**config.mk**
```make
export PLATFORM = sky130hd
export DESIGN_NAME = sntp_response_check_and_offset_flat
export DESIGN_NICKNAME = d
export VERILOG_FILES = /design/src/rtl/core/sntp_pkg.sv /design/src/rtl/core/sntp_if.sv /design/src/rtl/core/sntp_front.sv /design/src/rtl/core/sntp_queue.sv /design/src/rtl/core/sntp_back.sv /design/src/rtl/core/sntp_response_check_and_offset.sv /design/src/flat_wrapper.sv
export SDC_FILE = /design/constraint.sdc
export NUM_CORES = 2
export LEC_CHECK = 0
export BUFFER_PORTS_ARGS = -buffer_cell sky130_fd_sc_hd__buf_4
export CAP_MARGIN = 20
export CORE_MARGIN = 1.5
export CORE_UTILIZATION = 50
export DETAILED_ROUTE_END_ITERATION = 16
export PLACE_DENSITY = 0.67
export SETUP_SLACK_MARGIN = 0.5
export SKIP_CTS_REPAIR_TIMING = 1
export SYNTH_ARGS = -nofsm -noshare
export SYNTH_HDL_FRONTEND = slang
export SYNTH_SLANG_ARGS = --single-unit
```
**constraint.sdc**
```tcl
create_clock -name clk -period 50.9 [get_ports clk]
set_clock_uncertainty 0.15 [all_clocks]
set_input_delay 2.545 -clock clk [delete_from_list [all_inputs] [get_ports clk]]
set_output_delay 2.545 -clock clk [all_outputs]
set_load 0.01 [all_outputs]
```
**src/rtl/core/sntp_pkg.sv**
```systemverilog
// Package for the SNTP response checker: shared constants, status codes,
// the packet record type passed from front to back, and the epoch helper.
// No dependencies.
package sntp_pkg;

  // Packet size and queue depth defaults for the top-level parameters
  localparam int PACKET_BYTES_DEF = 48;
  localparam int QUEUE_DEPTH_DEF  = 4;

  // Byte counter saturates at its all-ones value
  localparam int         COUNT_W   = 6;
  localparam logic [5:0] COUNT_MAX = 6'd63;

  // Field checks
  localparam logic [2:0]  MODE_SERVER = 3'd4;
  localparam logic [7:0]  STRATUM_MAX = 8'd15;
  localparam logic [31:0] NTP_TO_UNIX = 32'd2208988800;

  // Byte positions of the captured header fields
  localparam logic [5:0] MODE_BYTE    = 6'd0;
  localparam logic [5:0] STRATUM_BYTE = 6'd1;
  // 4-byte word slots (byte index / 4)
  localparam logic [3:0] ORIG_SLOT = 4'd6;
  localparam logic [3:0] FRAC_SLOT = 4'd7;
  localparam logic [3:0] RECV_SLOT = 4'd8;
  localparam logic [3:0] XMIT_SLOT = 4'd10;

  localparam int OFFSET_W = 34;

  // Result status codes
  localparam logic [1:0] STATUS_OK     = 2'd0;
  localparam logic [1:0] STATUS_REJECT = 2'd1;
  localparam logic [1:0] STATUS_LENGTH = 2'd2;

  // One finished packet, classified by the front end
  typedef struct packed {
    logic [1:0]  status;
    logic [31:0] orig_raw;
    logic [31:0] frac_raw;
    logic [31:0] recv_raw;
    logic [31:0] xmit_raw;
    logic [31:0] t4;
  } rec_t;

  // NTP seconds to Unix seconds, clamped at the epoch
  function automatic logic [31:0] to_unix(input logic [31:0] sec);
    return (sec < NTP_TO_UNIX) ? 32'd0 : sec - NTP_TO_UNIX;
  endfunction

endpackage

```
**src/rtl/core/sntp_if.sv**
```systemverilog
// Valid/ready channel interfaces for packet bytes in and results out.
// Depends on nothing.
interface sntp_in_if;
  logic        valid;
  logic        ready;
  logic [7:0]  byte_value;
  logic        last_byte;
  logic [31:0] client_receive_seconds;

  modport source(output valid, byte_value, last_byte, client_receive_seconds, input ready);
  modport sink(input valid, byte_value, last_byte, client_receive_seconds, output ready);
endinterface

interface sntp_out_if;
  logic               valid;
  logic               ready;
  logic [1:0]         status;
  logic [31:0]        originate_seconds;
  logic [31:0]        originate_fraction;
  logic [31:0]        receive_seconds;
  logic [31:0]        transmit_seconds;
  logic signed [33:0] clock_offset;
  logic               synced;

  modport source(output valid, status, originate_seconds, originate_fraction,
                 receive_seconds, transmit_seconds, clock_offset, synced,
                 input ready);
  modport sink(input valid, status, originate_seconds, originate_fraction,
               receive_seconds, transmit_seconds, clock_offset, synced,
               output ready);
endinterface

```
**src/rtl/core/sntp_front.sv**
```systemverilog
// Front end: counts packet bytes, captures header fields and classifies
// the packet on its last byte. Depends on sntp_pkg and sntp_in_if.
module sntp_front #(
  parameter int PACKET_BYTES = sntp_pkg::PACKET_BYTES_DEF
) (
  input  logic        clk,
  input  logic        rst,
  sntp_in_if.sink     pkt,
  input  logic        full,
  output logic        push,
  output sntp_pkg::rec_t push_rec
);

  localparam logic [5:0] LAST_IDX = 6'(PACKET_BYTES - 1);
  localparam logic [5:0] PKT_LEN  = 6'(PACKET_BYTES);

  logic [5:0]  byte_count;
  logic [5:0]  byte_count_next;
  logic [2:0]  mode_field;
  logic [7:0]  stratum_field;
  logic [31:0] orig_raw;
  logic [31:0] frac_raw;
  logic [31:0] recv_raw;
  logic [31:0] xmit_raw;
  logic        accept;
  logic        in_pkt;
  logic [3:0]  slot;
  logic        bad_fields;

  assign pkt.ready = !full;
  assign accept    = pkt.valid && pkt.ready;
  assign in_pkt    = byte_count < PKT_LEN;
  assign slot      = byte_count[5:2];

  // Next byte index: saturate, back to zero after a last byte
  always_comb begin
    if (pkt.last_byte) begin
      byte_count_next = '0;
    end else if (byte_count == sntp_pkg::COUNT_MAX) begin
      byte_count_next = byte_count;
    end else begin
      byte_count_next = byte_count + 6'd1;
    end
  end

  // Counter and field capture
  always_ff @(posedge clk) begin
    if (rst) begin
      byte_count    <= '0;
      mode_field    <= '0;
      stratum_field <= '0;
      orig_raw      <= '0;
      frac_raw      <= '0;
      recv_raw      <= '0;
      xmit_raw      <= '0;
    end else if (accept) begin
      byte_count <= byte_count_next;
      if (in_pkt) begin
        if (byte_count == sntp_pkg::MODE_BYTE) begin
          mode_field <= pkt.byte_value[2:0];
        end
        if (byte_count == sntp_pkg::STRATUM_BYTE) begin
          stratum_field <= pkt.byte_value;
        end
        if (slot == sntp_pkg::ORIG_SLOT) begin
          orig_raw <= {orig_raw[23:0], pkt.byte_value};
        end
        if (slot == sntp_pkg::FRAC_SLOT) begin
          frac_raw <= {frac_raw[23:0], pkt.byte_value};
        end
        if (slot == sntp_pkg::RECV_SLOT) begin
          recv_raw <= {recv_raw[23:0], pkt.byte_value};
        end
        if (slot == sntp_pkg::XMIT_SLOT) begin
          xmit_raw <= {xmit_raw[23:0], pkt.byte_value};
        end
      end
    end
  end

  // Classification; fields are complete when the last byte sits at LAST_IDX
  assign bad_fields = (mode_field != sntp_pkg::MODE_SERVER) ||
                      (stratum_field == 8'd0) ||
                      (stratum_field > sntp_pkg::STRATUM_MAX) ||
                      (xmit_raw < sntp_pkg::NTP_TO_UNIX);

  always_comb begin
    push_rec.orig_raw = orig_raw;
    push_rec.frac_raw = frac_raw;
    push_rec.recv_raw = recv_raw;
    push_rec.xmit_raw = xmit_raw;
    push_rec.t4       = pkt.client_receive_seconds;
    priority if (byte_count != LAST_IDX) begin
      push_rec.status = sntp_pkg::STATUS_LENGTH;
    end else if (bad_fields) begin
      push_rec.status = sntp_pkg::STATUS_REJECT;
    end else begin
      push_rec.status = sntp_pkg::STATUS_OK;
    end
  end

  assign push = accept && pkt.last_byte;

endmodule

```
**src/rtl/core/sntp_queue.sv**
```systemverilog
// Small FIFO of classified packet records between front and back end.
// Depends on sntp_pkg.
module sntp_queue #(
  parameter int DEPTH = sntp_pkg::QUEUE_DEPTH_DEF
) (
  input  logic           clk,
  input  logic           rst,
  input  logic           push,
  input  sntp_pkg::rec_t push_rec,
  output logic           full,
  input  logic           pop,
  output logic           empty,
  output sntp_pkg::rec_t head
);

  localparam int PTR_W = (DEPTH > 1) ? $clog2(DEPTH) : 1;
  localparam int CNT_W = $clog2(DEPTH + 1);
  localparam logic [PTR_W-1:0] PTR_LAST = PTR_W'(DEPTH - 1);
  localparam logic [CNT_W-1:0] CNT_FULL = CNT_W'(DEPTH);

  sntp_pkg::rec_t   entries [DEPTH];
  logic [PTR_W-1:0] wr_ptr;
  logic [PTR_W-1:0] rd_ptr;
  logic [CNT_W-1:0] count;
  logic             do_push;
  logic             do_pop;

  assign full    = (count == CNT_FULL);
  assign empty   = (count == '0);
  assign do_push = push && !full;
  assign do_pop  = pop && !empty;
  assign head    = entries[rd_ptr];

  // Pointers and occupancy
  always_ff @(posedge clk) begin
    if (rst) begin
      wr_ptr <= '0;
      rd_ptr <= '0;
      count  <= '0;
    end else begin
      if (do_push) begin
        wr_ptr <= (wr_ptr == PTR_LAST) ? '0 : wr_ptr + PTR_W'(1);
      end
      if (do_pop) begin
        rd_ptr <= (rd_ptr == PTR_LAST) ? '0 : rd_ptr + PTR_W'(1);
      end
      unique case ({do_push, do_pop})
        2'b10:   count <= count + CNT_W'(1);
        2'b01:   count <= count - CNT_W'(1);
        default: count <= count;
      endcase
    end
  end

  // Storage
  always_ff @(posedge clk) begin
    if (do_push) begin
      entries[wr_ptr] <= push_rec;
    end
  end

endmodule

```
**src/rtl/core/sntp_back.sv**
```systemverilog
// Back end: epoch conversion, offset arithmetic and the result register.
// Holds the offset and synced state. Depends on sntp_pkg and sntp_out_if.
module sntp_back (
  input  logic           clk,
  input  logic           rst,
  input  logic           empty,
  input  sntp_pkg::rec_t head,
  output logic           pop,
  sntp_out_if.source     res
);

  localparam int OW = sntp_pkg::OFFSET_W;

  logic advance;

  // Stage 1: Unix seconds
  logic        v1;
  logic [1:0]  s1_status;
  logic [31:0] s1_o, s1_f, s1_r, s1_t, s1_t4;

  // Stage 2: partial differences
  logic               v2;
  logic [1:0]         s2_status;
  logic [31:0]        s2_o, s2_f, s2_r, s2_t;
  logic signed [32:0] s2_a, s2_b;

  // Offset state
  logic signed [OW-1:0] offset_store;
  logic                 synced_flag;

  // Final sum and halving toward zero
  logic signed [OW:0]   sum;
  logic signed [OW:0]   sum_adj;
  logic signed [OW-1:0] half;

  logic is_ok;

  assign advance = !res.valid || res.ready;
  assign pop     = advance && !empty;
  assign is_ok   = (head.status == sntp_pkg::STATUS_OK);

  // Stage 1: convert timestamps, zero them for rejected and wrong-length packets
  always_ff @(posedge clk) begin
    if (rst) begin
      v1 <= 1'b0;
    end else if (advance) begin
      v1 <= !empty;
    end
  end

  always_ff @(posedge clk) begin
    if (advance) begin
      s1_status <= head.status;
      s1_t4     <= head.t4;
      s1_o      <= is_ok ? sntp_pkg::to_unix(head.orig_raw) : 32'd0;
      s1_f      <= is_ok ? head.frac_raw : 32'd0;
      s1_r      <= is_ok ? sntp_pkg::to_unix(head.recv_raw) : 32'd0;
      s1_t      <= is_ok ? sntp_pkg::to_unix(head.xmit_raw) : 32'd0;
    end
  end

  // Stage 2: T2-T1 and T3-T4
  always_ff @(posedge clk) begin
    if (rst) begin
      v2 <= 1'b0;
    end else if (advance) begin
      v2 <= v1;
    end
  end

  always_ff @(posedge clk) begin
    if (advance) begin
      s2_status <= s1_status;
      s2_o      <= s1_o;
      s2_f      <= s1_f;
      s2_r      <= s1_r;
      s2_t      <= s1_t;
      s2_a      <= $signed({1'b0, s1_r}) - $signed({1'b0, s1_o});
      s2_b      <= $signed({1'b0, s1_t}) - $signed({1'b0, s1_t4});
    end
  end

  // Sum, then divide by two truncating toward zero
  assign sum     = $signed({{(OW-32){s2_a[32]}}, s2_a}) + $signed({{(OW-32){s2_b[32]}}, s2_b});
  assign sum_adj = sum + $signed({{OW{1'b0}}, sum[OW]});
  assign half    = OW'(sum_adj >>> 1);

  // Offset state and result register
  always_ff @(posedge clk) begin
    if (rst) begin
      res.valid    <= 1'b0;
      offset_store <= '0;
      synced_flag  <= 1'b0;
    end else if (advance) begin
      res.valid <= v2;
      if (v2 && (s2_status == sntp_pkg::STATUS_OK)) begin
        offset_store <= half;
        synced_flag  <= 1'b1;
      end
    end
  end

  always_ff @(posedge clk) begin
    if (advance) begin
      res.status             <= s2_status;
      res.originate_seconds  <= s2_o;
      res.originate_fraction <= s2_f;
      res.receive_seconds    <= s2_r;
      res.transmit_seconds   <= s2_t;
      if (s2_status == sntp_pkg::STATUS_OK) begin
        res.clock_offset <= half;
        res.synced       <= 1'b1;
      end else begin
        res.clock_offset <= offset_store;
        res.synced       <= synced_flag;
      end
    end
  end

endmodule

```
**src/rtl/core/sntp_response_check_and_offset.sv**
```systemverilog
// A record passes the queue, stage 1, stage 2 and the result register.
// One packet byte per cycle while the queue has room; a result per last byte.
// The four-entry record queue lets byte intake continue while results stall.
// Reset (rst, synchronous): byte count, offset and synced flag cleared,
// queue and result pipeline emptied.
module sntp_response_check_and_offset #(
  parameter int PACKET_BYTES = sntp_pkg::PACKET_BYTES_DEF,
  parameter int QUEUE_DEPTH  = sntp_pkg::QUEUE_DEPTH_DEF
) (
  input  logic       clk,
  input  logic       rst,
  sntp_in_if.sink    pkt,
  sntp_out_if.source res
);

  sntp_pkg::rec_t push_rec;
  sntp_pkg::rec_t head;
  logic           push;
  logic           full;
  logic           pop;
  logic           empty;

  // Byte capture and classification
  sntp_front #(
    .PACKET_BYTES(PACKET_BYTES)
  ) u_front (
    .clk      (clk),
    .rst      (rst),
    .pkt      (pkt),
    .full     (full),
    .push     (push),
    .push_rec (push_rec)
  );

  // Record queue
  sntp_queue #(
    .DEPTH(QUEUE_DEPTH)
  ) u_queue (
    .clk      (clk),
    .rst      (rst),
    .push     (push),
    .push_rec (push_rec),
    .full     (full),
    .pop      (pop),
    .empty    (empty),
    .head     (head)
  );

  // Offset arithmetic and result
  sntp_back u_back (
    .clk   (clk),
    .rst   (rst),
    .empty (empty),
    .head  (head),
    .pop   (pop),
    .res   (res)
  );

endmodule

```
**src/flat_wrapper.sv**
```systemverilog
// flat-port wrapper written by rule: the top's interface ports become plain ports
module sntp_response_check_and_offset_flat 
#(
  parameter int PACKET_BYTES = sntp_pkg::PACKET_BYTES_DEF,
  parameter int QUEUE_DEPTH  = sntp_pkg::QUEUE_DEPTH_DEF
)
  (clk, rst, pkt_valid, pkt_byte_value, pkt_last_byte, pkt_client_receive_seconds, pkt_ready, res_valid, res_status, res_originate_seconds, res_originate_fraction, res_receive_seconds, res_transmit_seconds, res_clock_offset, res_synced, res_ready);
  sntp_in_if pkt_i ();
  sntp_out_if res_i ();
  input  logic clk;
  input  logic rst;
  input wire logic [$bits(pkt_i.valid)-1:0] pkt_valid;
  input wire logic [$bits(pkt_i.byte_value)-1:0] pkt_byte_value;
  input wire logic [$bits(pkt_i.last_byte)-1:0] pkt_last_byte;
  input wire logic [$bits(pkt_i.client_receive_seconds)-1:0] pkt_client_receive_seconds;
  output wire logic [$bits(pkt_i.ready)-1:0] pkt_ready;
  output wire logic [$bits(res_i.valid)-1:0] res_valid;
  output wire logic [$bits(res_i.status)-1:0] res_status;
  output wire logic [$bits(res_i.originate_seconds)-1:0] res_originate_seconds;
  output wire logic [$bits(res_i.originate_fraction)-1:0] res_originate_fraction;
  output wire logic [$bits(res_i.receive_seconds)-1:0] res_receive_seconds;
  output wire logic [$bits(res_i.transmit_seconds)-1:0] res_transmit_seconds;
  output wire logic [$bits(res_i.clock_offset)-1:0] res_clock_offset;
  output wire logic [$bits(res_i.synced)-1:0] res_synced;
  input wire logic [$bits(res_i.ready)-1:0] res_ready;
  assign pkt_i.valid = pkt_valid;
  assign pkt_i.byte_value = pkt_byte_value;
  assign pkt_i.last_byte = pkt_last_byte;
  assign pkt_i.client_receive_seconds = pkt_client_receive_seconds;
  assign pkt_ready = pkt_i.ready;
  assign res_valid = res_i.valid;
  assign res_status = res_i.status;
  assign res_originate_seconds = res_i.originate_seconds;
  assign res_originate_fraction = res_i.originate_fraction;
  assign res_receive_seconds = res_i.receive_seconds;
  assign res_transmit_seconds = res_i.transmit_seconds;
  assign res_clock_offset = res_i.clock_offset;
  assign res_synced = res_i.synced;
  assign res_i.ready = res_ready;
  sntp_response_check_and_offset #(.PACKET_BYTES(PACKET_BYTES), .QUEUE_DEPTH(QUEUE_DEPTH)) u_core (.clk(clk), .rst(rst), .pkt(pkt_i), .res(res_i));
endmodule
```
Word level (Yosys, flattened, before mapping)
Memory sizes are Yosys's and may differ from the RTL's. A register that Yosys moved wholly into a read port is not among the register bits.
Index checks and enable logic that the tools add are counted.
{"block": "classes", "n_addsub": 12, "multipliers": 0, "div_mod_pow": 0, "magnitude_cmp": 6, "eq_ne": 14, "shifts": 0, "mux": 12, "bitwise_logic": 1, "n_reduce_logical": 30}
{"op": "less-than comparator 32 bit (second input constant)", "n": 4}
{"op": "subtractor 32 bit (second input constant)", "n": 3}
{"op": "subtractor 32 x 32 -> 33 bit", "n": 2}
{"op": "adder 34 x 2 -> 35 bit", "n": 1}
{"op": "adder 33 x 33 -> 34 bit", "n": 1}
{"op": "2-to-1 mux 34 bit", "n": 1}
{"op": "AND reduction 3 bit", "n": 6}
{"op": "2-to-1 mux 6 bit", "n": 2}
{"op": "2-to-1 mux 2 bit", "n": 5}
{"op": "equality test 4 x 3 -> 1 bit (second input constant)", "n": 2}
{"op": "equality test 4 bit (second input constant)", "n": 2}
{"op": "> comparator 8 x 4 -> 1 bit (second input constant)", "n": 1}
{"op": "logical NOT 8 bit", "n": 1}
{"op": "adder 6 x 1 -> 6 bit (second input constant)", "n": 1}
{"op": "equality test 2 bit (second input constant)", "n": 3}
{"op": "equality test 6 x 1 -> 1 bit (second input constant)", "n": 1}
{"op": "equality test 6 bit (second input constant)", "n": 1}
{"op": "logical AND 1 bit", "n": 6}
{"op": "logical NOT 6 bit", "n": 1}
{"op": "less-than comparator 6 bit (second input constant)", "n": 1}
{"op": "!= test 6 bit (second input constant)", "n": 1}
{"op": "one-hot mux 3 bit (2 select lines)", "n": 1}
{"op": "OR reduction 2 bit", "n": 3}
{"op": "adder 2 x 1 -> 2 bit (second input constant)", "n": 2}
{"op": "other kinds (14)", "n": 23}
{"block": "totals", "register_bits": 713, "latchBits": 0, "mem_bits_rw": 648, "mem_bits_ro": 0, "in_bits": 45, "out_inout_bits": 167, "elab_cells": 111, "mem_count": 1}
{"memory": "u_core.u_queue.entries", "words": 4, "word_bits": 162, "read_ports": 1, "rd_clocked_by_memory_dff": 1, "wr": 1, "line_no": "sntp_queue.sv:21", "text": "sntp_pkg::rec_t entries [DEPTH];"}

Logic depth before layout (Yosys ltp)
{"block": "logic_depth", "ltp_word": 7, "mapped_depth": 15, "depth_no_buf": 14}

Modules after synthesis
A second synthesis with hierarchy kept.
{"block": "hier_totals", "hier_cells": 3602, "area_unflattened_um2": 54940.2}
{"mod": "sntp_back", "instances": 1, "cells_each": 2006, "area_each_um2": 25530.7, "seq_area_each_um2": 16465.8}
{"mod": "sntp_queue", "instances": 1, "cells_each": 900, "area_each_um2": 23827.9, "seq_area_each_um2": 19638.8}
{"mod": "sntp_front", "instances": 1, "cells_each": 696, "area_each_um2": 5581.6, "seq_area_each_um2": 2902.8}

Worst setup path after synthesis
Ideal clock, no wire load.
{"block": "synth_path", "path_kind": "input-to-reg", "from": "in res_ready", "to": "reg u_core.u_queue.count[2]", "setup_time_ns": 0.070, "arrival_ns": 18.020, "required_ns": 50.680, "setup_slack_ns": 32.659, "stages": 9, "path_buffers": 0, "path_cell_list": "nand2b_1 > inv_1 > nor2_1 > ha_1 > inv_1 > fa_1 > xor2_1 > or3_1 > a21oi_1"}
{"block": "synth_between", "elab_chain_len": 5, "word_cells_on_any_way": 7, "classes_between": "eq/ne: 2; mux: 1; reduce/logical: 4"}
{"item": "start, declared", "line_no": "flat_wrapper.sv:25", "text": "input wire logic [$bits(res_i.ready)-1:0] res_ready;"}
{"item": "logical OR 1 bit *", "line_no": "sntp_back.sv:38", "text": "assign advance = !res.valid || res.ready;"}
{"item": "logical AND 1 bit *", "line_no": "sntp_back.sv:39", "text": "assign pop = advance && !empty;"}
{"item": "logical AND 1 bit *", "line_no": "sntp_queue.sv:31", "text": "assign do_pop = pop && !empty;"}
{"item": "net u_core.u_queue.do_pop", "line_no": "sntp_queue.sv:26", "text": "logic do_pop;"}
{"item": "equality test 2 x 1 -> 1 bit or equality test 2 bit (tied branches)", "line_no": "sntp_queue.sv:47", "text": "unique case ({do_push, do_pop})"}
{"item": "one-hot mux 3 bit (2 select lines) or nonzero test 2 bit (tied branches)"}
{"item": "end signal, assigned", "line_no": "sntp_queue.sv:48", "text": "2'b10: count <= count + CNT_W'(1);"}
{"item": "end signal, assigned", "line_no": "sntp_queue.sv:49", "text": "2'b01: count <= count - CNT_W'(1);"}
{"item": "end signal, assigned", "line_no": "sntp_queue.sv:50", "text": "default: count <= count;"}
{"item": "end, declared", "line_no": "sntp_queue.sv:24", "text": "logic [CNT_W-1:0] count;"}
Mark *: on every way through the listed nets, which the timed path passes. The rest lies on a longest branch.
A chain may end at the register's enable or synchronous reset.

Final worst setup path
{"block": "layout_path", "from": "in res_ready", "to": "reg u_core.u_back.s2_f[13], enable pin"}
{"block": "layout_between", "elab_chain_len": 1}
{"item": "logical OR 1 bit", "line_no": "sntp_back.sv:38"}
{"item": "net u_core.u_back.advance", "line_no": "sntp_back.sv:14", "text": "logic advance;"}
{"item": "end signal, assigned", "line_no": "sntp_back.sv:75", "text": "s2_f <= s1_f;"}
{"item": "end, declared", "line_no": "sntp_back.sv:24", "text": "logic [31:0] s2_o, s2_f, s2_r, s2_t;"}
The timed path passes the listed nets, and every way through them passes these cells.

==> results.yml <==
clocking:
  numCtsBuffers: 140
  clock-sinks: 1363
  clk_latency_ns: 0.74
  cts.path.max_buffers: 3
  cts_root_buf: "clkbuf_16"
  cts_max_level: 4
  cts_tree: "done"
  clk_pin_slew_ns: 0.06
logic_synthesis:
  synth_top_area_frac: 0.6436
  syn_avg_cell_area_um2: 15.33
  syn-num-nets: 3724
  ys_warn_count: 0
  synth.ff_latch_count: 1363
  ys_types: 96
  synth_cells: 3565
  synth_area_leaders: "edfxtp_1 64%, dfxtp_1 7.0%, mux4_2 6.7%"
  syn_area_um2: 54640
  yosysSeqAreaShare: 0.7139
  synth_top_area_cell: "edfxtp_1"
  yosys_most_used_dff: "edfxtp_1"
  synth_edf_count: 1171
  synth-async-reset-ratio: 0
timing:
  slew_headroom: 0.2556
  tns_ns: 0
  fmax_ghz: 0.1828
  rsz0062_at_grt: "false"
  hold_viol: 0
  whs_ns: 0.2605
  drv_slew: 0
  min_period_ns: 5.470
  finalSetupViolCount: 0
  post-route-period-util: 0.1075
  worstMarginPinSlew_ns: 1.117
place:
  place_inst: 5088
  gp_congestion: 0.8816
  port_buffers: 211
  hpwl_um: 73650
power_and_ir_drop:
  fin_total_pwr_uw: 3412
  power_density_nw_per_um2: 54.64
  peakVddDrop_mv: 0.03500
  p_leak_uw: 0.02279
detailed_routing:
  vias: 29760
  via_per_inst: 5.563
  wl_per_cell_um: 21.13
  drc: 0
  ant_nets: 0
  drtPass1Iterations: 5
  drt_wl_total_um: 113000
  drtIter0Drc: 2395
final_layout:
  fillers: 8250
  fin_nets: 3976
  stdcell_count: 5350
  final_common_cell: "edfxtp_1"
  utilization: 0.5753
  antenna_cells: 0
  regArea_um2: 39010
  final_cell_mix: "1,171 x edfxtp_1, 403 x nand2_1, 259 x a21oi_1"
  drive_above_1_share: 0.1725
  syn_to_final_growth_pct: 14.29
  multi_input_area_um2: 14680
outcome:
  status: "complete, no violations"
worst_setup_path:
  crit_required_ns: 51.12
  arrival_ns: 5.69
  cp-start-kind: "primary input"
  worst-path-max-fanout: 75
  cp-end-kind: "flip-flop"
  path_class: "primary input to flip-flop"
die:
  core_area_um2: 108600
  die_w_um: 333.6
  io_pins: 212
  die_h_um: 333.6
  fp-row-count: 121
  start_util: 0.5034
  dieArea_um2: 111300
global_routing:
  grt_usage: 0.2032
  grt-ovfl-total: 0
  grt_pass1_wl_um: 172900
  antenna_found_initial: 2
  grt_max_degree: 103
  grt_pass1_vias: 28930
min_path:
  hp-class: "flip-flop to flip-flop"
flow_run:
  maxCapViolCount: 0
[synthesized netlist by cell type, types with 6 or more instances]
cell	n
a211oi_1	29
a21o_1	53
a21oi_1	259
a311o_1	6
a311oi_1	6
a31oi_1	8
and2_1	16
and3_1	42
buf_2	28
buf_4	10
clkbuf_1	90
dfxtp_1	192
edfxtp_1	1171
ha_1	110
inv_1	104
mux4_2	162
nand2_1	403
nand2b_1	27
nand3_1	47
nand3b_1	8
nand4_1	15
nor2_1	205
nor2b_1	72
nor3_1	31
nor4_1	7
o211ai_1	8
o21a_1	24
o21ai_0	79
o21ai_1	23
o21bai_1	15
o31ai_1	7
or2_2	10
or3_1	13
xnor2_1	89
xor2_1	66
[critical path, stage by stage]
cell,delay [ns]
buf_4,0.08
nand2b_4,0.35
buf_4,0.81
buf_4,0.82
buf_4,0.84
[final cells by class]
cell class	instances	share of cell area
Clock buffer	192	0.06351
Clock inverter	69	0.01200
Inverter	104	0.006251
Multi-Input combinational cell	1963	0.2350
Sequential cell	1363	0.6248
Tap cell	1414	0.02833
Timing Repair Buffer	245	0.03015
[logic make-up after synthesis]
group / after synthesis / share of synthesized area
compound gates: 595 / 0.06911
xor+xnor: 156 / 0.02514
fa+ha+maj: 114 / 0.02665
buf+inv: 239 / 0.01843
flops: 1363 / 0.7139
mux: 167 / 0.06769
simple gates: 931 / 0.07907
[sequential cells by signal, indices dropped and copies added, names as in the netlist, 33 cells and up, named ones only]
| name | cells |
|---|---|
| u_core.u_back.s2_b | 33 |
| u_core.u_back.offset_store | 34 |
| u_core.u_queue.entries | 648 |
| u_core.u_back.res.clock_offset | 34 |
| u_core.u_back.s2_a | 33 |
[per-stage QoR]
step	setup slack [ns]	area [µm²]
final	45.43	62450
after global routing	45.22	62450
after CTS	45.48	62420
after detailed placement	44.65	57710
after global placement	44.75	57690
after floorplan	32.66	54640
[routing by layer]
| layer | global-route usage | wire [µm] | vias up |
|---|---|---|---|
| li1 | - | - | 14000 |
| met5 | 0 | 0 | - |
| met4 | 0.05557 | 2317 | 0 |
| met3 | 0.03361 | 5845 | 141 |
| met2 | 0.3245 | 54180 | 766 |
| met1 | 0.2905 | 50710 | 14860 |
[path summary, 6_finish.rpt]
check	startpoint	endpoint	slack, ns	cells past startpoint
worst max-delay path	res_ready	u_core.u_back.s2_f[13]	45.43	5
worst min-delay path	u_core.u_back.s2_t[22]	u_core.u_back.res.transmit_seconds[22]	0.26	0
worst max register to register	flip-flop	u_core.u_back.s1_t[19]	45.94	11
worst min register to register	u_core.u_back.s2_t[22]	u_core.u_back.res.transmit_seconds[22]	0.26	0
[power by group]
group          total, µW  switching [µW]  internal (µW)
Combinational        979             580            399
Sequential          1400            63.7           1340
Clock               1030             424            607
No activity file was read; power rests on OpenSTA's default activity.
